**config.mk**
```make
export PLATFORM = sky130hd
export DESIGN_NAME = alp_ctrl
export DESIGN_NICKNAME = d
export VERILOG_FILES = /design/src/rtl/core/alp_pkg.sv /design/src/rtl/core/alp_ctrl.sv
export SDC_FILE = /design/constraint.sdc
export NUM_CORES = 1
export LEC_CHECK = 0
export BUFFER_PORTS_ARGS = -buffer_cell sky130_fd_sc_hd__buf_4
export CAP_MARGIN = 25
export CORE_MARGIN = 3
export CORE_UTILIZATION = 52
export DETAILED_ROUTE_END_ITERATION = 10
export PLACE_DENSITY_LB_ADDON = 0.08
export SLEW_MARGIN = 20
export SYNTH_ARGS = -nofsm -noshare
export SYNTH_HDL_FRONTEND = slang
export SYNTH_SLANG_ARGS = --single-unit
```
**constraint.sdc**
```tcl
create_clock -name aclk -period 3.7 [get_ports aclk]
set_input_delay 0.185 -clock aclk [delete_from_list [all_inputs] [get_ports aclk]]
set_output_delay 0.185 -clock aclk [all_outputs]
set_load 0.1 [all_outputs]
```
**src/rtl/core/alp_pkg.sv**
```systemverilog
// shared types and constants for the positional linked-list block
// no dependencies; used by alp_node_store, alp_ctrl and array_linked_list_positional
package alp_pkg;

    localparam logic [7:0] NULL_LINK = 8'hFF;

    localparam logic OP_INSERT = 1'b0;
    localparam logic OP_READ   = 1'b1;

    localparam logic [1:0] ST_OK      = 2'd0;
    localparam logic [1:0] ST_INVALID = 2'd1;
    localparam logic [1:0] ST_FULL    = 2'd2;

    // node store access from the controller, indexes are link-wide
    typedef struct packed {
        logic [7:0]  link_raddr;
        logic        link_we;
        logic [7:0]  link_waddr;
        logic [7:0]  link_wdata;
        logic [7:0]  val_raddr;
        logic        val_we;
        logic [7:0]  val_waddr;
        logic [31:0] val_wdata;
    } mem_req_t;

    typedef struct packed {
        logic        is_empty;
        logic [7:0]  list_length;
        logic [31:0] read_value;
        logic [1:0]  status;
    } res_t;

endpackage

```
**src/rtl/core/alp_ctrl.sv**
```systemverilog
// list sequencer: range checks, link walk, free-list pop and splice
// drives alp_node_store through alp_pkg::mem_req_t; depends on alp_pkg
module alp_ctrl #(
    parameter int CAPACITY = 128
) (
    input  logic              aclk,
    input  logic              aresetn,
    input  logic              in_valid,
    output logic              in_ready,
    input  logic              in_op,
    input  logic [7:0]        in_pos,
    input  logic [31:0]       in_val,
    output logic              res_valid,
    input  logic              res_ready,
    output alp_pkg::res_t     res,
    output alp_pkg::mem_req_t req,
    input  logic [7:0]        link_rdata,
    input  logic [31:0]       val_rdata
);

    localparam logic [7:0] CAP8 = 8'(CAPACITY);

    typedef enum logic [2:0] {
        S_IDLE, S_CHECK, S_WALK, S_FETCH, S_FETCH_WAIT, S_PRED_WAIT, S_SPLICE, S_DONE
    } state_t;

    state_t      state_reg, state_next;
    logic        op_reg, op_next;
    logic [7:0]  pos_reg, pos_next;
    logic [31:0] val_reg, val_next;
    logic [7:0]  steps_reg, steps_next;
    logic [7:0]  cur_reg, cur_next;
    logic [7:0]  nfree_reg, nfree_next;
    logic [1:0]  status_reg, status_next;
    logic [31:0] rdval_reg, rdval_next;
    logic [7:0]  head_reg, head_next;
    logic [7:0]  free_reg, free_next;
    logic [7:0]  len_reg, len_next;

    logic [7:0] head_safe;
    logic [7:0] link_safe;
    logic [7:0] walk_steps;
    logic       ins_bad_pos;
    logic       rd_bad_pos;
    logic       store_full;

    assign head_safe   = (head_reg < CAP8) ? head_reg : 8'd0;
    assign link_safe   = (link_rdata < CAP8) ? link_rdata : 8'd0;
    assign ins_bad_pos = (pos_reg == 8'd0) || ({1'b0, pos_reg} > ({1'b0, len_reg} + 9'd1));
    assign rd_bad_pos  = (pos_reg == 8'd0) || (pos_reg > len_reg);
    assign store_full  = (free_reg == alp_pkg::NULL_LINK) || (free_reg >= CAP8);
    // insert walks to the predecessor, read walks to the node itself
    assign walk_steps  = (op_reg == alp_pkg::OP_READ) ? pos_reg - 8'd1 :
                         (pos_reg == 8'd1) ? 8'd0 : pos_reg - 8'd2;

    always_comb begin
        state_next  = state_reg;
        op_next     = op_reg;
        pos_next    = pos_reg;
        val_next    = val_reg;
        steps_next  = steps_reg;
        cur_next    = cur_reg;
        nfree_next  = nfree_reg;
        status_next = status_reg;
        rdval_next  = rdval_reg;
        head_next   = head_reg;
        free_next   = free_reg;
        len_next    = len_reg;
        req         = '0;
        in_ready    = 1'b0;
        res_valid   = 1'b0;

        case (state_reg)
            S_IDLE: begin
                // no transfer is taken while reset is held
                in_ready = aresetn;
                if (in_valid) begin
                    op_next    = in_op;
                    pos_next   = in_pos;
                    val_next   = in_val;
                    state_next = S_CHECK;
                end
            end
            S_CHECK: begin
                rdval_next  = '0;
                status_next = alp_pkg::ST_OK;
                cur_next    = head_safe;
                if ((op_reg == alp_pkg::OP_INSERT) && ins_bad_pos) begin
                    status_next = alp_pkg::ST_INVALID;
                    state_next  = S_DONE;
                end else if ((op_reg == alp_pkg::OP_INSERT) && store_full) begin
                    status_next = alp_pkg::ST_FULL;
                    state_next  = S_DONE;
                end else if ((op_reg == alp_pkg::OP_READ) && rd_bad_pos) begin
                    status_next = alp_pkg::ST_INVALID;
                    state_next  = S_DONE;
                end else if (walk_steps == 8'd0) begin
                    state_next = S_FETCH;
                end else begin
                    req.link_raddr = head_safe;
                    steps_next     = walk_steps;
                    state_next     = S_WALK;
                end
            end
            S_WALK: begin
                // one link per cycle, the read data addresses the next read
                steps_next = steps_reg - 8'd1;
                if (steps_reg == 8'd1) begin
                    cur_next   = link_safe;
                    state_next = S_FETCH;
                end else begin
                    req.link_raddr = link_safe;
                end
            end
            S_FETCH: begin
                req.val_raddr  = cur_reg;
                req.link_raddr = free_reg;
                state_next     = S_FETCH_WAIT;
            end
            S_FETCH_WAIT: begin
                if (op_reg == alp_pkg::OP_READ) begin
                    rdval_next = val_rdata;
                    state_next = S_DONE;
                end else begin
                    nfree_next    = link_rdata;
                    req.val_we    = 1'b1;
                    req.val_waddr = free_reg;
                    req.val_wdata = val_reg;
                    if (pos_reg == 8'd1) begin
                        req.link_we    = 1'b1;
                        req.link_waddr = free_reg;
                        req.link_wdata = head_reg;
                        head_next      = free_reg;
                        free_next      = link_rdata;
                        len_next       = len_reg + 8'd1;
                        state_next     = S_DONE;
                    end else begin
                        req.link_raddr = cur_reg;
                        state_next     = S_PRED_WAIT;
                    end
                end
            end
            S_PRED_WAIT: begin
                req.link_we    = 1'b1;
                req.link_waddr = free_reg;
                req.link_wdata = link_rdata;
                state_next     = S_SPLICE;
            end
            S_SPLICE: begin
                req.link_we    = 1'b1;
                req.link_waddr = cur_reg;
                req.link_wdata = free_reg;
                free_next      = nfree_reg;
                len_next       = len_reg + 8'd1;
                state_next     = S_DONE;
            end
            S_DONE: begin
                res_valid = 1'b1;
                if (res_ready) begin
                    state_next = S_IDLE;
                end
            end
            default: begin
                state_next = S_IDLE;
            end
        endcase
    end

    assign res.status      = status_reg;
    assign res.read_value  = rdval_reg;
    assign res.list_length = len_reg;
    assign res.is_empty    = (len_reg == 8'd0);

    always_ff @(posedge aclk) begin
        if (!aresetn) begin
            state_reg <= S_IDLE;
            head_reg  <= alp_pkg::NULL_LINK;
            free_reg  <= 8'd0;
            len_reg   <= 8'd0;
        end else begin
            state_reg <= state_next;
            head_reg  <= head_next;
            free_reg  <= free_next;
            len_reg   <= len_next;
        end
        op_reg     <= op_next;
        pos_reg    <= pos_next;
        val_reg    <= val_next;
        steps_reg  <= steps_next;
        cur_reg    <= cur_next;
        nfree_reg  <= nfree_next;
        status_reg <= status_next;
        rdval_reg  <= rdval_next;
    end

    a_len_bound: assert property (@(posedge aclk) disable iff (!aresetn)
        len_reg <= CAP8)
        else $error("list length above capacity");

    a_full_no_free: assert property (@(posedge aclk) disable iff (!aresetn)
        (len_reg == CAP8) |-> (free_reg == alp_pkg::NULL_LINK))
        else $error("free list not empty with full store");

    a_free_in_range: assert property (@(posedge aclk) disable iff (!aresetn)
        (free_reg != alp_pkg::NULL_LINK) |-> (free_reg < CAP8))
        else $error("free head out of range");

    a_head_empty: assert property (@(posedge aclk) disable iff (!aresetn)
        (len_reg == 8'd0) == (head_reg == alp_pkg::NULL_LINK))
        else $error("head and length disagree");

endmodule
```
# Yosys cells after proc, flatten, opt, wreduce, memory -nomap -nowiden
# Index checks and enable logic that the tools add are counted.
totals:
  register_bits: 126
  inputBits: 85
  out_inout_bits: 119
  wordCells: 110
op_classes:
  add_sub_neg: 5
  magnitude_cmp: 5
  n_eq_ne: 20
  mux: 46
  bitwise_logic: 1
  n_reduce_logical: 21
ops:
  columns: ["operator", "count"]
  rows:
  - ["8-bit 2-to-1 mux", 20]
  - ["41-bit 2-to-1 mux", 2]
  - ["32-bit one-hot mux with 2 select lines", 1]
  - ["8-bit one-hot mux with 2 select lines", 4]
  - ["17-bit one-hot mux with 3 select lines", 1]
  - ["32-bit 2-to-1 mux", 1]
  - ["8-bit one-hot mux with 4 select lines", 1]
  - ["25-bit 2-to-1 mux", 1]
  - ["8-bit zero test", 3]
  - ["3-bit one-hot mux with 8 select lines", 1]
  - ["3-bit 2-to-1 mux", 7]
  - ["2-bit inequality test (second input constant)", 10]
  - ["17-bit 2-to-1 mux", 1]
  - ["8-bit by 1-bit equality test with 1-bit output (second input constant)", 2]
  - ["8-bit < comparator (second input constant)", 2]
  - ["8-bit by 1-bit subtractor with 8-bit output (second input constant)", 2]
  - ["3-bit equality test (second input constant)", 4]
  - ["8-bit by 1-bit adder with 9-bit output (second input constant)", 1]
  - ["8-bit by 9-bit > comparator with 1-bit output", 1]
  - ["3-bit AND reduction", 3]
  - ["8-bit by 1-bit adder with 8-bit output (second input constant)", 1]
  - ["8-bit equality test (second input constant)", 1]
  - ["8-bit >= comparator (second input constant)", 1]
  - ["8-bit > comparator", 1]
  - ["other kinds (12)", 26]

# Depth between registers and ports, before layout
# Gate-level depths: netlist (run 1).
logic_depth:
  depth_word: 9
  mapped_depth: 12

# Least setup slack after synthesis (run 1)
# No wires, ideal clock.
synth_timing:
  kind: "register to output"
  from: "reg len_reg[0]"
  to: "out req[66] (netlist bit)"
  arrival_ns: 4.458
  slack_ns: -0.943
  stages_incl_launch_ff: 13
  n_path_buf: 1
  cell_sequence: "dfxtp_1 and3_1 nand3_1 nor2_1 xnor2_1 ha_1 a21oi_1 nand2_1 nor4_1 o31ai_1 a21bo_2 buf_2 o21ai_1"
synth_lines:
  columns: ["element", "line_no", "text"]
  rows:
  - ["start, declared", "alp_ctrl.sv:38", "logic [7:0] len_reg, len_next;"]
  - ["start signal, assigned", "alp_ctrl.sv:184", "len_reg <= len_next;"]
  - ["end, declared", "alp_ctrl.sv:16", "output alp_pkg::mem_req_t req,"]

==> key figures, run 1 <==
Outcome
  • Status: completed

Synth
  • Gate Count Post-Synth: slightly below 600
  • Top cells by area, synth: edfxtp_1 (45%), dfxtp_1 (8.3%), ha_1 (4.8%)
  • Syn Area/Cell: 11.0 um^2
  • Number of enable flip-flop cells after synthesis: 98
  • Asr flop ratio synth: 0
  • Yosys reg bits: between 100 and 150
  • Biggest area consumer among synthesized cells: edfxtp_1
  • Post-synth top area share: 0.450
  • Seq/Total Area, Yosys: 0.533
  • Post-synthesis cell area: approximately 6500 um^2
  • Yosys cell types: 67
  • Ys flop type: edfxtp_1
  • Ys Warns: 0
  • Syn nets: approximately 700

Timing
  • Post-route minimum period: around 3.5 ns
  • Worst hold slack: approximately 0.041 ns
  • Final setup margin: approximately 0.21 ns
  • Clk_skew: between 0.008 and 0.009 ns
  • Slew @ Worst Pin: 0.989 ns
  • Rel. slew slack: 0.341
  • Period Utilization, post-route: 0.943
  • Final hold violations: 0
  • Final setup viols: 0
  • F_max: around 0.29 GHz
  • RSZ-0062 raised after global routing: no
  • Slew Viols, Final: 0

Critical path
  • Worst Path Arrival: between 3 and 4 ns
  • Worst Path Max Fanout: 10
  • Crit start category: register
  • CP required: between 3 and 4 ns
  • Critical path endpoint category: primary output
  • Kind of critical path: register to primary output

Routing
  • Starting DRC count in detailed routing: about 690
  • Final antenna-violating net count: 0
  • Final WL: between 15000 and 20000 um
  • Via-per-instance ratio: 5.60
  • DR pass1 iterations: 7
  • Avg WL per Cell: about 18 um
  • Residual DRC: 0
  • Via count: 5686

Cells and area
  • Syn-to-layout area delta: 43.1%
  • Final Cell Area: 9360 um^2
  • Diode count: 0
  • Layout cells sized above 1: 0.328
  • Fillers: approximately 840
  • Finished Layout Cells: slightly above 1000
  • NumNets Final: 945

Clock network
  • H-tree levels: 4
  • Root Driver: clkbuf_16
  • CTS tree: built
  • CTS clk-pin slew, worst paths: about 0.06 ns
  • Post-CTS setup buffers: 0
  • TritonCTS Buffers: 17
  • Clock sink total: roughly 130
  • Clk_lat worst skew: between 0.4 and 0.5 ns
  • Deepest clock path buffer count: 2

Global routing
  • First-pass GRT wire length: a little under 30000 um
  • GRT Total Usage: 0.267
  • GRT overflow: 0
  • Number of global-route vias before repair: 5735
  • Initial antenna violation count: 0
  • Largest net degree at the start of global routing: 74

Power and ir drop
  • Max VDD drop: 0.434 mV
  • Power per cell area: about 810 nW/um^2
  • Lkg Pwr: between 0.003 and 0.004 uW
  • Final Power: between 7000 and 8000 uW

Floorplan
  • Row count: 40
  • Die Span X: 118 um
  • Chip height: between 100 and 150 um
  • Die area: around 14000 um^2
  • I/O pin count: between 200 and 250
  • Core area: ~12000 um^2
  • Initial Util: 0.538

Placement
  • Dpl cell area: 8220 um^2
  • # placed instances: about 940
  • Final RePlAce weighted congestion: ~0.94
  • Setup WS pre-CTS: approximately 0.51 ns
  • IO buf count: between 200 and 250
  • Detailed placement HPWL: approximately 12000 um

Worst hold path
  • Worst Hold Class: input port to register

Flow run
  • Max-cap check violation count: 0
==> stage by stage <==
| stage | TNS [ns] | util |
|---|---|---|
| 2_1_floorplan | -0.381 | - |
| 3_3_place_gp | 0 | 0.676 |
| 3_5_place_dp | 0 | 0.676 |
| 4_1_cts | 0 | 0.767 |
| 5_1_grt | 0 | 0.769 |
| 6_report | 0 | 0.769 |
==> placed cells by master (no fill, tap or decap), types with 4 or more instances in the layout <==
cell,count
mux2i_1,14
o211ai_1,4
nor3_1,6
xor2_1,7
and2_1,42
a21oi_1,11
buf_4,204
a22o_1,8
nand3b_1,7
xnor2_1,17
nor2_1,37
buf_6,5
inv_6,4
o21ai_1,7
o21ai_0,16
nand3_1,15
a211oi_2,7
nor2b_1,5
clkbuf_16,17
and3_1,44
edfxtp_1,98
dlygate4sd3_1,48
nand2b_1,9
ha_1,25
o21ai_2,6
nand2_1,38
nand4_1,4
a222oi_1,15
dfxtp_1,22
dfxtp_2,5
inv_1,28
bufinv_16,4
==> per-layer routing <==
metal / part of all wire / global-route usage
met3: 0.077 / 0.0813
met5: 0 / 0
met4: 0.028 / 0.110
met2: 0.51 / 0.462
met1: 0.38 / 0.306
==> synth_stat cells (all sizes together) (9+ instances only) <==
cell type and n:
nand3 16, edfxtp 98, inv 28, xnor2 17, dfxtp 27, o21ai 31
mux2i 14, a211oi 10, buf 10, nor2 41, nand2b 9, clkbuf 25
a222oi 15, and3 44, a21oi 12, ha 25, and2 43, nand2 38
==> worst paths after layout <==
path                             from                     endpoint  slack, ns  cells past startpoint
min reg2reg  head_reg[6]$_SDFFE_PN1P_     head_reg[6]$_SDFFE_PN1P_       0.50                      2
max           len_reg[2]$_SDFFE_PN0P_                      req[67]       0.21                     12
max reg2reg   len_reg[2]$_SDFFE_PN0P_       steps_reg[7]$_DFFE_PP_       0.56                     12
min                     val_rdata[27]  rdval_reg[27]$_SDFFCE_PN0P_       0.04                      2
==> cell type report <==
class                           instances  area, um^2  area share
Clock inverter                         14         189      0.0202
Timing Repair Buffer                  257        2070       0.221
Inverter                               29         109      0.0116
Clock buffer                           18         429      0.0459
Sequential cell                       125        3490       0.373
Multi-Input combinational cell        405        2860       0.306
Tap cell                              168         210      0.0225
==> critical path: stages (launching register included) <==
cell     delay, ns
dfxtp_2       0.40
and3_1        0.23
nand3_1       0.19
nor2_2        0.19
xnor2_1       0.16
ha_1          0.29
a21oi_1       0.15
nand2_1       0.10
nor4_2        0.26
o31ai_1       0.14
a21bo_4       0.31
o21ai_4       0.16
buf_4         0.30
==> power breakdown <==
| part | total, uW | switching [uW] | internal (uW) |
|---|---|---|---|
| clock | 1750 | 621 | 1130 |
| combinational | 3580 | 2740 | 837 |
| sequential | 2290 | 260 | 2030 |
==> repair_timing <==
item / 4_1_cts / 5_1_grt
gates resized for setup: 0 / 8
hold buffers: 48 / 0
endpoints found under the setup margin: 0 / 7
hold endpoints to repair: 48 / 0
==> cell families after synthesis <==
kind of cell               Yosys count  share of synthesized area
adders and majority gates           25                     0.0478
buffers and inverters               64                     0.0402
DFF                                125                      0.533
AOI/OAI and AO/OA                  103                      0.119
xor gates and xnor gates            24                     0.0321
other                                1                   0.000574
and+or+nand+nor                    238                      0.206
muxes                               14                     0.0214
No activity file was read; power rests on OpenSTA's default activity.
==> inputs of run 2 (changes only) <==
--- a/config.mk
+++ b/config.mk
@@ -10,7 +10,7 @@
 export CORE_MARGIN = 3
 export CORE_UTILIZATION = 52
 export DETAILED_ROUTE_END_ITERATION = 10
-export PLACE_DENSITY_LB_ADDON = 0.08
+export PLACE_DENSITY_LB_ADDON = 0.2
 export SLEW_MARGIN = 20
 export SYNTH_ARGS = -nofsm -noshare
 export SYNTH_HDL_FRONTEND = slang
==> run 2 against run 1 <==
Routed wire length shrank 1.5%. Clock power shrank 13%. Utilization shrank 0.73 points. Critical path type unchanged. Clock skew shrank 0.0017 ns. Combinational power is essentially flat. Cell area shrank 0.95%. Largest power group unchanged. Maximum frequency shrank 1.3%. Worst setup slack lost 0.045 ns. Sequential share of layout area grew 0.36 points. Worst hold slack lost 0.013 ns. Count of clock-buffer cells in the layout shrank 1. Cell count shrank 0.30%.
==> key figures, run 2 (synthesis gave the netlist of run 1 again) <==
Floorplan
  • Die area: 14000 um^2 (unchanged)
  • Initial Util: 0.538 (unchanged)
  • Row count: 40 (unchanged)
  • Chip height: 118 um (unchanged)
  • Die Span X: 118 um (unchanged)
  • Core area: 12200 um^2 (unchanged)
  • I/O pin count: 204 (unchanged)

Cells and area
  • Syn-to-layout area delta: 41.7%
  • Register cell area after layout: 3490 um^2 (unchanged)
  • Commonest non-fill, non-tap cell in the layout: buf_4
  • Commonest non-fill, non-tap cells in the layout: buf_4 (200), edfxtp_1 (98), dlygate4sd3_1 (47)
  • Finished Layout Cells: 1013 (-0.30%)
  • Layout cells sized above 1: 0.328 (about the same)
  • Multi-input logic area: 2860 um^2 (about the same)
  • Final Cell Area: 9270 um^2 (-0.95%)
  • Fin util: 0.762 (-0.00731)
  • NumNets Final: 942 (-0.32%)
  • Diode count: 0 (unchanged)
  • Fillers: 837 (-0.59%)

Routing
  • Via count: 5653 (-0.58%)
  • Via-per-instance ratio: 5.58 (-0.29%)
  • Starting DRC count in detailed routing: 597 (-13%)
  • Residual DRC: 0 (unchanged)
  • DR pass1 iterations: 9 (+2)
  • Avg WL per Cell: 18.1 um (-1.3%)
  • Final WL: 18300 um (-1.5%)
  • Final antenna-violating net count: 0 (unchanged)

Placement
  • Detailed placement HPWL: 12300 um (-0.50%)
  • Dpl cell area: 8210 um^2 (-0.18%)
  • # placed instances: 934 (-0.21%)
  • Final RePlAce weighted congestion: 0.933 (-0.49%)
  • IO buf count: 202 (unchanged)

Clock network
  • Deepest clock path buffer count: 2 (unchanged)
  • TritonCTS Buffers: 17 (unchanged)
  • CTS clk-pin slew, worst paths: 0.06 ns (about the same)
  • Clk_lat worst skew: 0.42 ns (about the same)
  • Post-CTS setup buffers: 0 (unchanged)
  • CTS tree: built
  • H-tree levels: 4 (unchanged)
  • Root Driver: clkbuf_16
  • Clock sink total: 125 (unchanged)

Critical path
  • Crit start category: register
  • Critical path's largest stage delay: 0.40 ns (about the same)
  • Slowest CP cell: dfxtp_2
  • Critical path endpoint category: primary output
  • Worst Path Max Fanout: 10 (unchanged)
  • Worst Path Arrival: 3.35 ns (+0.05 ns)
  • CP required: 3.51 ns (about the same)
  • Kind of critical path: register to primary output
  • Reg2Reg Setup Slack: 0.27 ns (-0.29 ns)
  • Crit path cell chain: and3_1, nand3_1, nor2_1, xnor2_1, ha_1, a21oi_1, nand2_1, nor4_2, o31ai_1, a21bo_4, o21ai_2, buf_6

Timing
  • Slew @ Worst Pin: 0.958 ns (-0.0313 ns)
  • Post-route minimum period: 3.53 ns (+0.0454 ns)
  • Slew Viols, Final: 0 (unchanged)
  • F_max: 0.283 GHz (-1.3%)
  • Clk_skew: 0.00647 ns (-0.00167 ns)
  • Final hold violations: 0 (unchanged)
  • Period Utilization, post-route: 0.955 (+0.0123)
  • Rel. slew slack: 0.361 (+0.0209)
  • Final setup viols: 0 (unchanged)
  • Worst hold slack: 0.0275 ns (-0.0130 ns)

Power and ir drop
  • Lkg Pwr: 0.00393 uW (-1.3%)
  • Max VDD drop: 0.433 mV (-0.27%)
  • Power per cell area: 799 nW/um^2 (-2.0%)
  • Final Power: 7400 uW (-2.9%)

Worst hold path
  • Worst Hold Class: input port to register

Global routing
  • GRT overflow: 0 (unchanged)
  • GRT Total Usage: 0.260 (-0.00698)
  • Initial antenna violation count: 0 (unchanged)
  • Largest net degree at the start of global routing: 75 (+1.4%)
  • Number of global-route vias before repair: 5728 (-0.12%)
  • First-pass GRT wire length: 29000 um (-2.1%)

Outcome
  • Status: completed

Flow run
  • Max-cap check violation count: 0 (unchanged)
run 2: cell types whose count changed in the layout (fill, tap and decap cells not counted), sizes merged:
cell         delta
buf             -2
bufinv          -3
clkbuf          -1
clkinv          +4
clkinvlp        +3
dlygate4sd3     -1
inv             -3
run 2: final timing paths:
path	cells past startpoint	to	start
setup / recovery	12	req[66]	len_reg[2]$_SDFFE_PN0P_
hold / removal	1	nfree_reg[2]$_DFFE_PP_	link_rdata[2]
setup reg to reg	11	steps_reg[3]$_DFFE_PP_	len_reg[2]$_SDFFE_PN0P_
hold reg to reg	2	head_reg[6]$_SDFFE_PN1P_	head_reg[6]$_SDFFE_PN1P_
run 2: what timing repair did:
action / in CTS / in global routing
endpoints found under the setup margin: 0 / 15
hold endpoints to repair: 47 / 0
resized for setup: 0 / 9
hold buffers: 47 / 0
run 2: through the flow:
stage	TNS, ns	worst slack, ns
floorplan	-0.381	-0.0635
global placement	0	0.428
detailed placement	0	0.228
CTS	0	0.0487
global route	-0.426	-0.0702
finish	0	0.166
run 2: critical path: cells and delay by family (launching register included):
family / cells / cell delay [ns]
AND/OR/NAND/NOR: 5 / 1.03
AO/OA/AOI/OAI: 4 / 0.83
flip-flops: 1 / 0.40
adder cells (fa/ha/maj): 1 / 0.27
buffers and inverters: 1 / 0.25
XOR/XNOR: 1 / 0.14
run 2: routing by layer:
| metal | track usage | up-vias | wire (um) | part of all wire |
|---|---|---|---|---|
| li1 | - | 2661 | - | - |
| met2 | 0.461 | 275 | 9570 | 0.52 |
| met5 | 0 | - | 0 | 0 |
| met3 | 0.0699 | 44 | 1360 | 0.074 |
| met1 | 0.292 | 2673 | 6850 | 0.37 |
| met4 | 0.113 | 0 | 545 | 0.030 |
run 2: power breakdown:
group,switching [uW],internal [uW]
Combinational,2740,831
Sequential,264,2040
Clock,618,916
Total,3620,3780
run 2: cell type report:
type	count	area share
repair buffers	254	0.221
well taps	168	0.0227
clock inverters	15	0.0134
clock buffers	17	0.0459
inverters	29	0.0117
multi-input cells	405	0.308
flip-flops and latches	125	0.377
==> inputs of run 3 (changes only) <==
--- a/config.mk
+++ b/config.mk
@@ -11,6 +11,7 @@
 export CORE_UTILIZATION = 52
 export DETAILED_ROUTE_END_ITERATION = 10
 export PLACE_DENSITY_LB_ADDON = 0.2
+export RECOVER_POWER = 50
 export SLEW_MARGIN = 20
 export SYNTH_ARGS = -nofsm -noshare
 export SYNTH_HDL_FRONTEND = slang
==> run 3 against run 2 <==
The run now ends with capacitance limit, slew limit left. Via count rose by 0.41%. Worst hold slack improved by 0.017 ns. Non-clock buffer count is the same. Combinational power down 4%. Clock power barely moved. Worst setup slack gained 0.0061 ns. Largest power group unchanged. Sequential share of layout area increased by 0.88 points. Register-to-register slack about the same. Cell count unchanged. Critical path type unchanged. Highest routed layer unchanged. Routed wire length increased by 0.18%. Utilization fell by 1.7 points. Maximum frequency rose by 0.17%.
==> key figures, run 3 (synthesis gave the netlist of run 1 again) <==
Outcome
  • Status: finished with violations
  • Failing checks: capacitance limit, slew limit

Timing
  • Clk_skew: 0.00860 ns (+0.00213 ns)
  • Final setup margin: 0.172 ns (+0.00608 ns)
  • Slew Viols, Final: 42 (+42)
  • Final setup viols: 0 (unchanged)
  • Post-route minimum period: 3.53 ns (-0.00608 ns)
  • Rel. slew slack: -0.760 (-1.12)
  • Slew @ Worst Pin: 2.64 ns (+1.68 ns)
  • Final hold violations: 0 (unchanged)
  • Period Utilization, post-route: 0.954 (-0.00164)
  • F_max: 0.283 GHz (+0.17%)
  • Setup TNS: 0 ns (unchanged)

Critical path
  • Worst Path Arrival: 3.34 ns (about the same)
  • Crit start category: register
  • Worst Path Max Fanout: 10 (unchanged)
  • Critical path endpoint category: primary output
  • Kind of critical path: register to primary output
  • Worst Reg-to-Reg Cells: 11 (unchanged)
  • Reg2Reg Setup Slack: 0.27 ns (about the same)
  • CP required: 3.51 ns (about the same)
  • RR Startpoint: len_reg[2]$_SDFFE_PN0P_
  • RR Endpoint: steps_reg[3]$_DFFE_PP_

Clock network
  • Deepest clock path buffer count: 2 (unchanged)
  • Clock sink total: 125 (unchanged)
  • H-tree levels: 4 (unchanged)
  • CTS clk-pin slew, worst paths: 0.06 ns (about the same)
  • Root Driver: clkbuf_16
  • TritonCTS Buffers: 17 (unchanged)
  • Post-CTS setup buffers: 0 (unchanged)
  • Clk_lat worst skew: 0.42 ns (about the same)
  • CTS tree: built

Worst hold path
  • Worst Hold Class: input port to register
  • Hold_sp: aresetn
  • Hold EP: head_reg[4]$_SDFFE_PN1P_
  • Worst Hold Path Cells: 2 (+1)

Routing
  • Via-per-instance ratio: 5.60 (+0.41%)
  • Starting DRC count in detailed routing: 641 (+7.4%)
  • Final WL: 18400 um (+0.18%)
  • Residual DRC: 0 (unchanged)
  • Avg WL per Cell: 18.1 um (+0.18%)
  • DR pass1 iterations: 8 (-1)
  • Via count: 5676 (+0.41%)
  • Final antenna-violating net count: 0 (unchanged)

Cells and area
  • Fillers: 900 (+7.5%)
  • NumNets Final: 942 (unchanged)
  • Commonest non-fill, non-tap cell in the layout: buf_4
  • Finished Layout Cells: 1013 (unchanged)
  • Syn-to-layout area delta: 38.5%
  • Layout cells sized above 1: 0.260 (-0.0675)
  • Commonest non-fill, non-tap cells in the layout: buf_4 (104), edfxtp_1 (98), clkbuf_1 (54)
  • Diode count: 0 (unchanged)

Floorplan
  • Initial Util: 0.538 (unchanged)
  • Core area: 12200 um^2 (unchanged)
  • Die area: 14000 um^2 (unchanged)
  • Die Span X: 118 um (unchanged)
  • Chip height: 118 um (unchanged)
  • I/O pin count: 204 (unchanged)
  • Row count: 40 (unchanged)

Global routing
  • Number of global-route vias before repair: 5728 (unchanged)
  • First-pass GRT wire length: 29000 um (unchanged)
  • GRT overflow: 0 (unchanged)
  • GRT Total Usage: 0.260 (unchanged)
  • Initial antenna violation count: 0 (unchanged)
  • Largest net degree at the start of global routing: 75 (unchanged)

Power and ir drop
  • Max VDD drop: 0.437 mV (+0.97%)
  • Lkg Pwr: 0.00370 uW (-5.9%)
  • Power per cell area: 803 nW/um^2 (+0.50%)

Placement
  • Final RePlAce weighted congestion: 0.933 (unchanged)
  • Setup WS pre-CTS: 0.228 ns (unchanged)
  • # placed instances: 934 (unchanged)
  • IO buf count: 202 (unchanged)
  • Detailed placement HPWL: 12300 um (unchanged)

Flow run
  • Max-cap check violation count: 1 (+1)
==> run 3: cell count changes in the layout (fill, tap and decap cells not counted), moves of 14 or more <==
| cell | before | now |
|---|---|---|
| buf_4 | 200 | 104 |
| clkbuf_4 | 0 | 41 |
| and2_1 | 42 | 28 |
| clkbuf_1 | 0 | 54 |
| and2_0 | 0 | 15 |
==> run 3: worst max-delay path by stage <==
stage / start / to / slack [ns] / depth (start not counted)
4_1_cts: len_reg[2]$_SDFFE_PN0P_ / req[66] / 0.05 / 12
5_1_grt: len_reg[2]$_SDFFE_PN0P_ / req[66] / -0.07 / 12
3_5_place_dp: len_reg[2]$_SDFFE_PN0P_ / steps_reg[1]$_DFFE_PP_ / 0.23 / 11
2_1_floorplan: len_reg[0]$_SDFFE_PN0P_ / req[66] / -0.06 / 12
3_3_place_gp: len_reg[2]$_SDFFE_PN0P_ / steps_reg[5]$_DFFE_PP_ / 0.43 / 11
6_report: len_reg[2]$_SDFFE_PN0P_ / req[66] / 0.17 / 12
==> run 3: critical path: stages (launching register included) <==
cell and delay [ns]:
dfxtp_2 0.40, and3_1 0.24, nand3_1 0.18, nor2_1 0.21, xnor2_1 0.14, ha_1 0.27, a21oi_1 0.15, nand2_1 0.10
nor4_2 0.30, o31ai_1 0.16, a21bo_4 0.31, o21ai_2 0.20, buf_6 0.25
==> run 3: stage by stage <==
step | hold WS, ns | utilization | total power [uW] | instance area (um^2)
2_1_floorplan | 0.284 | - | 5030 | 6590
3_3_place_gp | 0.363 | 0.675 | 5720 | 8210
3_5_place_dp | 0.364 | 0.675 | 5800 | 8210
4_1_cts | 0.00833 | 0.759 | 7380 | 9230
5_1_grt | 0.0387 | 0.745 | 7560 | 9060
6_report | 0.0448 | 0.745 | 7270 | 9060
==> run 3: layout make-up <==
| type | instances | area (um^2) | area share |
|---|---|---|---|
| Clock buffer | 17 | 425 | 0.0470 |
| Clock inverter | 15 | 124 | 0.0137 |
| Inverter | 29 | 109 | 0.0120 |
| Multi-Input combinational cell | 405 | 2850 | 0.315 |
| Sequential cell | 125 | 3490 | 0.385 |
| Tap cell | 168 | 210 | 0.0232 |
| Timing Repair Buffer | 254 | 1850 | 0.204 |
==> run 3: routing by layer <==
metal  up-vias  routed length, um  track usage
met1      2683               6970        0.292
met5         -                  0            0
li1       2657                  -            -
met2       282               9470        0.461
met3        54               1320       0.0699
met4         0                599        0.113
==> run 3: what timing repair did <==
action / in CTS / in global routing
endpoints found under the hold margin: 47 / 0
hold buffers: 47 / 0
resized for setup: 0 / 9
setup endpoints to repair: 0 / 15
==> run 3: power by group <==
group          internal [uW]  switching [uW]  total [uW]
logic                    692            2740        3430
clock network            916             617        1530
registers               2050             260        2310
total                   3650            3610        7270
